<file path="config.mk">
export PLATFORM = sky130hd
export DESIGN_NAME = base32_stream_encoder_top
export DESIGN_NICKNAME = d
export VERILOG_FILES = /design/src/hdl/b32e_pkg.sv /design/src/hdl/base32_stream_encoder_top.sv /design/src/hdl/b32e_core.sv /design/src/hdl/b32e_emit.sv
export SDC_FILE = /design/constraint.sdc
export NUM_CORES = 1
export LEC_CHECK = 0
export BUFFER_PORTS_ARGS = -buffer_cell sky130_fd_sc_hd__buf_2
export CORE_UTILIZATION = 40
export CTS_CLUSTER_SIZE = 40
export DETAILED_ROUTE_END_ITERATION = 10
export PLACE_DENSITY_LB_ADDON = 0.2
export SETUP_SLACK_MARGIN = 0.02
export SYNTH_ARGS = -nofsm -noshare
export SYNTH_HDL_FRONTEND = slang
export SYNTH_SLANG_ARGS = --single-unit
</file>
<file path="constraint.sdc">
create_clock -name clk -period 3.4 [get_ports clk]
set_clock_uncertainty 0.05 [all_clocks]
set_input_delay 0.34 -clock clk [delete_from_list [all_inputs] [get_ports clk]]
set_output_delay 0.34 -clock clk [all_outputs]
set_load 0.02 [all_outputs]
</file>
<file path="src/hdl/b32e_pkg.sv">
`timescale 1ns / 1ps
// Package for the base32 stream encoder: codes, widths, result types and the alphabet.
// Depends on nothing; every other file of the encoder uses it.
package b32e_pkg;

    localparam int MAX_MESSAGE_BYTES = 4096;
    localparam int MAX_RESULTS       = 9;
    localparam int COUNT_W           = 4;

    // Reciprocal of five in 16 fractional bits, exact for dividends below 16384.
    localparam logic [14:0] RECIP_FIVE = 15'd13108;

    localparam logic [6:0] CHAR_PAD = 7'h3D;

    typedef enum logic {
        OP_START = 1'b0,
        OP_DATA  = 1'b1
    } op_t;

    typedef enum logic [1:0] {
        KIND_CHAR  = 2'd0,
        KIND_END   = 2'd1,
        KIND_SMALL = 2'd2
    } kind_t;

    typedef struct packed {
        logic [6:0] character;
        kind_t      kind;
    } result_t;

    typedef struct packed {
        logic [COUNT_W-1:0]            count;
        result_t [MAX_RESULTS-1:0]     list;
    } burst_t;

    function automatic logic [6:0] symbol_char(input logic [4:0] v);
        logic [6:0] c;
        if (v < 5'd26)
        begin
            c = 7'h41 + {2'b00, v};
        end
        else
        begin
            c = 7'h32 + {2'b00, v} - 7'd26;
        end
        return c;
    endfunction

endpackage

</file>
<file path="src/hdl/base32_stream_encoder_top.sv">
`timescale 1ns / 1ps
// Base32 stream encoder with '=' padding, top level: b32e_core and b32e_emit.
// Uses b32e_pkg.
//
// A start transfer checks the message against the buffer size and opens it if it fits
// and is not empty, else yields a size error or end marker. Each data transfer of an
// open message yields the characters it completes; the last byte also yields any
// partial character and padding, and an end marker. Results leave one per cycle, while
// out_ready is high, from an output register fed by the burst register. An input
// transfer can be taken every cycle while each item yields at most one result and the
// output does not stall; a longer burst holds the input till its last result is sent.
module base32_stream_encoder_top (
    input  logic        clk,
    input  logic        rst_n,
    input  logic        in_valid,
    output logic        in_ready,
    input  logic        op,
    input  logic [12:0] message_length,
    input  logic [13:0] buffer_length,
    input  logic [7:0]  data_byte,
    output logic        out_valid,
    input  logic        out_ready,
    output logic [6:0]  character,
    output logic [1:0]  kind,
    output logic        last
);

    b32e_pkg::burst_t burst;
    logic             burst_free;
    logic             take;

    assign in_ready = burst_free;
    assign take     = in_valid && burst_free;

    b32e_core u_core (
        .clk            (clk),
        .rst_n          (rst_n),
        .take           (take),
        .op             (op),
        .message_length (message_length),
        .buffer_length  (buffer_length),
        .data_byte      (data_byte),
        .burst          (burst)
    );

    b32e_emit u_emit (
        .clk        (clk),
        .rst_n      (rst_n),
        .take       (take),
        .burst      (burst),
        .burst_free (burst_free),
        .out_valid  (out_valid),
        .out_ready  (out_ready),
        .character  (character),
        .kind       (kind),
        .last       (last)
    );

endmodule

</file>
<file path="src/hdl/b32e_core.sv">
`timescale 1ns / 1ps
// Message state and result composition for the base32 stream encoder.
// Uses b32e_pkg; feeds a complete burst of results to b32e_emit.
module b32e_core (
    input  logic                      clk,
    input  logic                      rst_n,
    input  logic                      take,
    input  logic                      op,
    input  logic [12:0]               message_length,
    input  logic [13:0]               buffer_length,
    input  logic [7:0]                data_byte,
    output b32e_pkg::burst_t          burst
);

    logic        message_open_reg, message_open_next;
    logic [12:0] bytes_left_reg, bytes_left_next;
    logic [2:0]  group_position_reg, group_position_next;
    logic [3:0]  carry_bits_reg, carry_bits_next;

    logic [13:0] groups_in;
    logic [28:0] groups_prod;
    logic [15:0] need;
    logic        too_small;

    always_comb
    begin
        groups_in   = {1'b0, message_length} + 14'd4;
        groups_prod = {15'b0, groups_in} * {14'b0, b32e_pkg::RECIP_FIVE};
        need        = {groups_prod[28:16], 3'b000};
        too_small   = (buffer_length == '0)
                   || ({3'b000, message_length} > 16'(b32e_pkg::MAX_MESSAGE_BYTES))
                   || (need >= {2'b00, buffer_length});
    end

    always_comb
    begin
        logic [4:0] sym0;
        logic [4:0] sym1;
        logic [1:0] n_sym;
        logic [4:0] partial;
        logic [2:0] pads;
        logic       has_partial;
        logic       final_byte;
        logic [3:0] j;

        sym0        = '0;
        sym1        = '0;
        n_sym       = '0;
        partial     = '0;
        pads        = '0;
        has_partial = 1'b0;
        final_byte  = 1'b0;
        j           = '0;

        message_open_next   = message_open_reg;
        bytes_left_next     = bytes_left_reg;
        group_position_next = group_position_reg;
        carry_bits_next     = carry_bits_reg;
        burst.count         = '0;
        burst.list          = '0;

        if (op == b32e_pkg::OP_START)
        begin
            message_open_next   = 1'b0;
            bytes_left_next     = '0;
            group_position_next = '0;
            carry_bits_next     = '0;
            burst.count         = 4'd1;
            if (too_small)
            begin
                burst.list[0].kind = b32e_pkg::KIND_SMALL;
            end
            else if (message_length == '0)
            begin
                burst.list[0].kind = b32e_pkg::KIND_END;
            end
            else
            begin
                burst.count       = '0;
                message_open_next = 1'b1;
                bytes_left_next   = message_length;
            end
        end
        else if (message_open_reg)
        begin
            case (group_position_reg)
                3'd0:
                begin
                    sym0            = data_byte[7:3];
                    n_sym           = 2'd1;
                    carry_bits_next = {1'b0, data_byte[2:0]};
                    partial         = {data_byte[2:0], 2'b00};
                    pads            = 3'd6;
                    has_partial     = 1'b1;
                end
                3'd1:
                begin
                    sym0            = {carry_bits_reg[2:0], data_byte[7:6]};
                    sym1            = data_byte[5:1];
                    n_sym           = 2'd2;
                    carry_bits_next = {3'b000, data_byte[0]};
                    partial         = {data_byte[0], 4'b0000};
                    pads            = 3'd4;
                    has_partial     = 1'b1;
                end
                3'd2:
                begin
                    sym0            = {carry_bits_reg[0], data_byte[7:4]};
                    n_sym           = 2'd1;
                    carry_bits_next = data_byte[3:0];
                    partial         = {data_byte[3:0], 1'b0};
                    pads            = 3'd3;
                    has_partial     = 1'b1;
                end
                3'd3:
                begin
                    sym0            = {carry_bits_reg, data_byte[7]};
                    sym1            = data_byte[6:2];
                    n_sym           = 2'd2;
                    carry_bits_next = {2'b00, data_byte[1:0]};
                    partial         = {data_byte[1:0], 3'b000};
                    pads            = 3'd1;
                    has_partial     = 1'b1;
                end
                default:
                begin
                    sym0            = {carry_bits_reg[1:0], data_byte[7:5]};
                    sym1            = data_byte[4:0];
                    n_sym           = 2'd2;
                    carry_bits_next = '0;
                end
            endcase

            group_position_next = (group_position_reg >= 3'd4) ? 3'd0
                                                                : group_position_reg + 3'd1;
            bytes_left_next     = bytes_left_reg - 13'd1;
            final_byte          = (bytes_left_reg == 13'd1);

            burst.count = {2'b00, n_sym};
            if (final_byte)
            begin
                burst.count = {2'b00, n_sym} + 4'd1
                            + (has_partial ? {1'b0, pads} + 4'd1 : 4'd0);
                message_open_next   = 1'b0;
                group_position_next = '0;
                carry_bits_next     = '0;
            end

            for (int i = 0; i < b32e_pkg::MAX_RESULTS; i++)
            begin
                j = 4'(i) - {2'b00, n_sym};
                if (4'(i) < burst.count)
                begin
                    if (4'(i) < {2'b00, n_sym})
                    begin
                        burst.list[i].character = b32e_pkg::symbol_char((i == 0) ? sym0 : sym1);
                        burst.list[i].kind      = b32e_pkg::KIND_CHAR;
                    end
                    else if (has_partial && j == 4'd0)
                    begin
                        burst.list[i].character = b32e_pkg::symbol_char(partial);
                        burst.list[i].kind      = b32e_pkg::KIND_CHAR;
                    end
                    else if (has_partial && j <= {1'b0, pads})
                    begin
                        burst.list[i].character = b32e_pkg::CHAR_PAD;
                        burst.list[i].kind      = b32e_pkg::KIND_CHAR;
                    end
                    else
                    begin
                        burst.list[i].kind = b32e_pkg::KIND_END;
                    end
                end
            end
        end
    end

    always_ff @(posedge clk or negedge rst_n)
    begin
        if (!rst_n)
        begin
            message_open_reg   <= 1'b0;
            bytes_left_reg     <= '0;
            group_position_reg <= '0;
            carry_bits_reg     <= '0;
        end
        else if (take)
        begin
            message_open_reg   <= message_open_next;
            bytes_left_reg     <= bytes_left_next;
            group_position_reg <= group_position_next;
            carry_bits_reg     <= carry_bits_next;
        end
    end

    a_open_has_bytes: assert property (@(posedge clk) disable iff (!rst_n)
        message_open_reg |-> (bytes_left_reg != '0))
        else $error("open message with no bytes left");

    a_closed_is_clean: assert property (@(posedge clk) disable iff (!rst_n)
        !message_open_reg |-> (group_position_reg == '0 && carry_bits_reg == '0))
        else $error("closed message left group state behind");

endmodule

</file>
<file path="src/hdl/b32e_emit.sv">
`timescale 1ns / 1ps
// Burst holding register and output register of the base32 stream encoder.
// Uses b32e_pkg; sends one result per transfer from the burst built by b32e_core.
module b32e_emit (
    input  logic                 clk,
    input  logic                 rst_n,
    input  logic                 take,
    input  b32e_pkg::burst_t     burst,
    output logic                 burst_free,
    output logic                 out_valid,
    input  logic                 out_ready,
    output logic [6:0]           character,
    output logic [1:0]           kind,
    output logic                 last
);

    b32e_pkg::result_t [b32e_pkg::MAX_RESULTS-1:0] list_reg, list_next;
    logic [b32e_pkg::COUNT_W-1:0] count_reg, count_next;
    logic               valid_reg;
    b32e_pkg::result_t  result_reg;
    logic               last_reg;
    logic               out_load;

    assign out_load   = (count_reg != '0) && (!valid_reg || out_ready);
    assign burst_free = (count_reg == '0) || (count_reg == 4'd1 && out_load);

    always_comb
    begin
        list_next  = list_reg;
        count_next = count_reg;
        if (take)
        begin
            list_next  = burst.list;
            count_next = burst.count;
        end
        else if (out_load)
        begin
            for (int i = 0; i < b32e_pkg::MAX_RESULTS - 1; i++)
            begin
                list_next[i] = list_reg[i + 1];
            end
            list_next[b32e_pkg::MAX_RESULTS-1] = '0;
            count_next = count_reg - 4'd1;
        end
    end

    always_ff @(posedge clk)
    begin
        list_reg <= list_next;
        if (out_load)
        begin
            result_reg <= list_reg[0];
            last_reg   <= (count_reg == 4'd1);
        end
    end

    always_ff @(posedge clk or negedge rst_n)
    begin
        if (!rst_n)
        begin
            count_reg <= '0;
            valid_reg <= 1'b0;
        end
        else
        begin
            count_reg <= count_next;
            if (out_load)
            begin
                valid_reg <= 1'b1;
            end
            else if (out_ready)
            begin
                valid_reg <= 1'b0;
            end
        end
    end

    assign out_valid = valid_reg;
    assign character = result_reg.character;
    assign kind      = result_reg.kind;
    assign last      = last_reg;

    a_count_bound: assert property (@(posedge clk) disable iff (!rst_n)
        count_reg <= 4'(b32e_pkg::MAX_RESULTS))
        else $error("burst count beyond the largest burst");

    a_no_overwrite: assert property (@(posedge clk) disable iff (!rst_n)
        take |-> (count_reg == '0 || (count_reg == 4'd1 && out_load)))
        else $error("burst loaded over pending results");

    a_pending_shows: assert property (@(posedge clk) disable iff (!rst_n)
        (count_reg != '0 && !valid_reg) |=> valid_reg)
        else $error("pending result not presented");

endmodule

</file>
## Yosys cells after proc, flatten, opt, wreduce, memory -nomap -nowiden

Index checks and enable logic that the tools add are counted.

| operators by class | value |
|---|---|
| bitwise gates (word level) | 0 |
| $mul | 1 |
| eq/ne operators | 6 |
| div/mod/pow operators | 0 |
| add/sub/neg operators | 25 |
| multiplexer cells | 96 |
| shift operators | 0 |
| reductions and logical operators | 45 |
| $lt $le $gt $ge | 28 |

Operators with widths:

| operator | number |
|---|---|
| 9-bit two-way mux | 22 |
| 81-bit two-way mux | 2 |
| 85-bit two-way mux | 1 |
| 79-bit two-way mux | 1 |
| 6-bit two-way mux | 9 |
| 13-bit two-way mux | 4 |
| 4-bit two-way mux | 11 |
| 4-bit logical NOT | 10 |
| 5-bit one-hot mux with 4 select lines | 2 |
| 4-bit by 3-bit less-or-equal comparator with 1-bit output | 9 |
| 5-bit two-way mux | 6 |
| 14-bit by 12-bit multiplier with 26-bit output (second input constant) | 1 |
| 6-bit by 5-bit adder with 7-bit output (first input constant) | 3 |
| 7-bit by 5-bit adder with 7-bit output (first input constant) | 3 |
| 1-bit logical AND | 21 |
| 1-bit two-way mux | 21 |
| 7-bit two-way mux | 3 |
| 7-bit by 5-bit subtractor with 7-bit output (second input constant) | 3 |
| 3-bit two-way mux | 6 |
| 3-bit by 4-bit less-than comparator with 1-bit output (first input constant) | 4 |
| 4-bit one-hot mux with 4 select lines | 1 |
| 3-bit by 2-bit subtractor with 4-bit output (first input constant) | 4 |
| 15-bit by 14-bit greater-or-equal comparator with 1-bit output | 1 |
| 5-bit less-than comparator (second input constant) | 3 |
| other kinds (36) | 50 |

| storage, ports and cells | value |
|---|---|
| register bits | 117 |
| word-level logic and storage cells | 228 |
| bits in writable memories | 0 |
| ROM bits | 0 |
| memories kept | 0 |
| latch bits | 0 |

## Depth between registers and ports, before layout

| depth | value |
|---|---|
| depth after elaboration | 15 |
| gate-level depth with buffers | 29 |

## Modules after synthesis

A second synthesis with hierarchy kept.

| second synthesis, totals | value |
|---|---|
| cell total of the unflattened synthesis | 996 |
| area, all modules | 10,405.0 sq um |

Modules (own cells, without submodules):

| module | cells each | area an instance (sq um) | times used |
|---|---|---|---|
| b32e_core | 774 | 6,422.4 | 1 |
| b32e_emit | 221 | 3,976.3 | 1 |
| base32_stream_encoder_top | 1 | 6.3 | 1 |

## Worst setup path after synthesis

No wires, ideal clock.

| timing path | value |
|---|---|
| kind | input -> register |
| start | in message_length[6] |
| end | reg u_emit.list_reg[0] (netlist bit), data pin |
| arrival time | 6.845 ns |
| stages on the path | 25 |
| data required time | 3.181 ns |
| path slack | -3.665 ns |
| path through | clkbuf_1 nand3_1 nor2_1 nand3_1 xnor2_1 ha_1 fa_1 fa_1 fa_1 inv_1 fa_1 inv_1 ha_1 a21o_1 or3_1 o22a_2 a21o_1 a31oi_1 xnor2_1 ha_1 a21o_1 a21oi_1 o311ai_2 or4_1 o31ai_1 |

RTL lines:

| item | line | source |
|---|---|---|
| start: declaration | base32_stream_encoder_top.sv:18 | `input logic [12:0] message_length,` |
| end signal: assignment | b32e_emit.sv:49 | `list_reg <= list_next;` |
| end: declaration | b32e_emit.sv:17 | `b32e_pkg::result_t [b32e_pkg::MAX_RESULTS-1:0] list_reg, list_next;` |

==> impl_metrics.tcl <==
set metrics [dict create \
    fmax_mhz 155.2 \
    wire_per_inst_um 14.97 \
    power_density_nw_per_um2 886.5 \
    fin_area_um2 10680 \
    die_h_um 146.1 \
    via_count 6950 \
    ys_types 80 \
    area_growth_pct 28.67 \
    cts_sinks 73 \
    syn-cell-area_um2 8302 \
    critPathLaunchType "input pin" \
    maxCapViolCount 0 \
    whs_path_depth 2 \
    setup_viol 17 \
    total_power_mw 9.469 \
    cts_buffers 9 \
    ant_nets 0 \
    synthXorXnorAreaFrac 0.04190 \
    start_util 0.4090 \
    routabilityCongestion 0.8396 \
    grt_antenna_before_repair 0 \
    grt_pass1_vias 6873 \
    rows 52 \
    final_util 0.5262 \
    crit_arrival_ps 6570 \
    power_frac_comb 0.734 \
    violations "setup timing" \
    hp-class "in2reg" \
    p_seq_frac 0.160 \
    largest_reg_flops 37 \
    r2r_setup_slack_ps 190 \
    placed_area_um2 9882 \
    dpl.cell_count 1305 \
    final_cell_count_no_fill 1337 \
    layout_commonest_cell "inv_1" \
    insertion_delay_ps 340 \
    io_buffers 51 \
    async_flop_share 0.3562 \
    synth_cells 896 \
    power.net_switching_mw 4.231 \
    vdd_ir_drop_max_v 0.001292 \
    grt_pass1_wl_um 33440 \
    synth_fa_ha_area_frac 0.3026 \
    rsz0062_at_grt "true" \
    worstMarginPinSlew_ps 649.7 \
    die_x_um 146.1 \
    diodes 0 \
    path_clk_slew_ps 70 \
    synth_ff_type "edfxtp_1" \
    finalCriticalPeriod_ps 6443 \
    place_hpwl_um 16100 \
    grt_util_all_layers 0.1925 \
    final_cell_mix "inv_1, buf_4, ha_1" \
    outcome "finished, violations left" \
    core_area_um2 20300 \
    ys_ff_latch 73 \
    fin_nets 1274 \
    fin_crit_sh 1.895 \
    worst-setup-path-type "in2reg" \
    cts_max_level 3 \
    timing.rr.start "u_core.group_position_reg[0]$_DFFE_PN0P_" \
    reg2regPathDepth 12 \
    ios 52 \
    synth_edf_count 47 \
    drt-initial-drc-count 384 \
    gr-total-overflow 0 \
    grt_max_degree 40 \
    vias_per_cell 5.198 \
    drt_wl_total_um 20020 \
    first_pass_iters 4 \
    setup_slack_ps -3043 \
    internal_power_mw 5.238 \
    fin_hold_ws_ps 283.5 \
    crit_fanout 5 \
    cts_root_buffer "clkbuf_16" \
    seq_area_frac_synth 0.2484 \
    cts_tree "done" \
    power.share.clock 0.106 \
    dieArea_um2 21340 \
    syn_area_per_cell_um2 9.265 \
    cts_buffer_depth 2 \
    synth-simple-area-share 0.1361 \
    yosysWarnings 0 \
    final_hold_viol_count 0 \
    drive_above_1_share 0.2605 \
    synth.mux.area_fraction 0.003617 \
    min_to "u_core.carry_bits_reg[0]$_DFFE_PN0P_" \
    critPathCaptureType "register" \
    p_leak_nw 5.023 \
    r2r-end "u_emit.list_reg[8]$_DFFE_PP_" \
    slew_headroom 0.5669 \
    drc 0 \
    synth_top_family_by_area "adder cells" \
    min_from "data_byte[0]" \
    maxSlewViolCount 0 \
    syn_nets 1108 \
    required_ps 3520 \
    synth_compound_area_frac 0.1872 \
    netSwitchingFraction 0.4469 \
]
## how the worst max path moves through the flow
stage / from / end / cells past startpoint
floorplan: message_length[6] / u_emit.list_reg[0]$_DFFE_PP_ / 25
global placement: message_length[2] / u_emit.list_reg[0]$_DFFE_PP_ / 26
detailed placement: message_length[2] / u_emit.list_reg[0]$_DFFE_PP_ / 26
CTS: message_length[2] / u_emit.list_reg[0]$_DFFE_PP_ / 27
global route: message_length[2] / u_emit.list_reg[0]$_DFFE_PP_ / 26
finish: message_length[2] / u_emit.list_reg[0]$_DFFE_PP_ / 26
## cell type report
type,count,area [µm²]
inverter,144,540.5
tap,270,337.8
sequential,73,2062
fill,1922,9618
clock inverter,7,83.83
clock buffer,9,225.2
multi-input combinational,652,6077
timing repair buffer,182,1355
## cell families after synthesis
| family | count (synthesis) |
|---|---|
| other | 1 |
| xor gates and xnor gates | 38 |
| DFF | 73 |
| adders and majority gates | 172 |
| muxes | 3 |
| AOI/OAI and AO/OA | 219 |
| buffers and inverters | 171 |
| and+or+nand+nor | 219 |
## synthesized netlist by cell type (all sizes together) (3+ instances only)
cell	instances	area (µm²)
and3	7	43.79
o21a	3	22.52
nor2	36	137.6
nor2b	5	31.28
nor3	13	65.06
and2	9	56.30
nand2b	9	56.30
a22o	17	148.9
nand3	31	155.2
buf	6	42.54
xnor2	29	261.5
a22oi	13	97.59
fa	48	960.9
a221oi	7	61.31
dfrtp	26	650.6
nor4	5	46.29
o32ai	3	26.28
a31oi	5	61.31
mux2i	3	30.03
o21ai	53	269.0
a21boi	5	37.54
a21oi	40	200.2
clkbuf	21	78.83
o22ai	10	76.32
o211ai	3	22.52
xor2	9	86.34
o2bb2ai	6	52.55
edfxtp	47	1411
or4	7	60.06
o31ai	13	97.59
inv	143	536.8
nand2	75	281.5
ha	124	1551
nor4b	5	65.06
a31o	7	70.07
a32o	3	30.03
o41ai	3	26.28
or3	4	30.03
a21o	14	105.1
## power by group through the flow
| stage | clock network (mW) | logic, mW | registers, mW |
|---|---|---|---|
| floorplan | 0 | 4.32 | 1.54 |
| global placement | 0 | 6.18 | 1.52 |
| detailed placement | 0 | 6.24 | 1.53 |
| CTS | 1.02 | 6.44 | 1.52 |
| global route | 1.05 | 7.81 | 1.56 |
| finish | 1.00 | 6.95 | 1.51 |
## worst max-delay path, stage by stage
cell,delay (ps)
buf_8,90
ha_4,180
nand2_4,60
nor2_4,140
nand3_4,100
xnor2_4,280
ha_4,260
fa_1,540
fa_1,440
fa_1,540
inv_1,60
fa_1,500
inv_2,50
ha_4,200
a21o_1,160
or3_4,380
o22a_4,250
a21o_1,190
a31oi_2,180
xnor2_1,150
ha_1,270
a21o_1,170
a21oi_2,160
o311ai_4,150
or4_4,510
o31ai_2,210
## through the flow
stage / setup slack [ps] / TNS, ps
after global routing: -3263 / -53240
after floorplan: -3093 / -47280
after detailed placement: -3525 / -56710
after CTS: -3086 / -49730
after global placement: -3455 / -56080
final: -3043 / -49290
## routing by layer
metal / vias up / part of all wire / routed length, µm / GRT usage
met2: 104 / 0.50 / 10080 / 0.3397
li1: 3488 / - / - / -
met5: - / 0 / 0 / 0
met4: 0 / 0.011 / 214 / 0.03906
met1: 3341 / 0.46 / 9227 / 0.2569
met3: 17 / 0.024 / 490 / 0.01750
## repair_timing
item	4_1_cts	5_1_grt
hold buffers	1	0
gates cloned	0	0
setup buffers	5	10
endpoints found under the hold margin	21	0
resized for setup	20	42
pin swaps	24	38
endpoints found under the setup margin	17	17
Power figures use the tool's default switching activity.
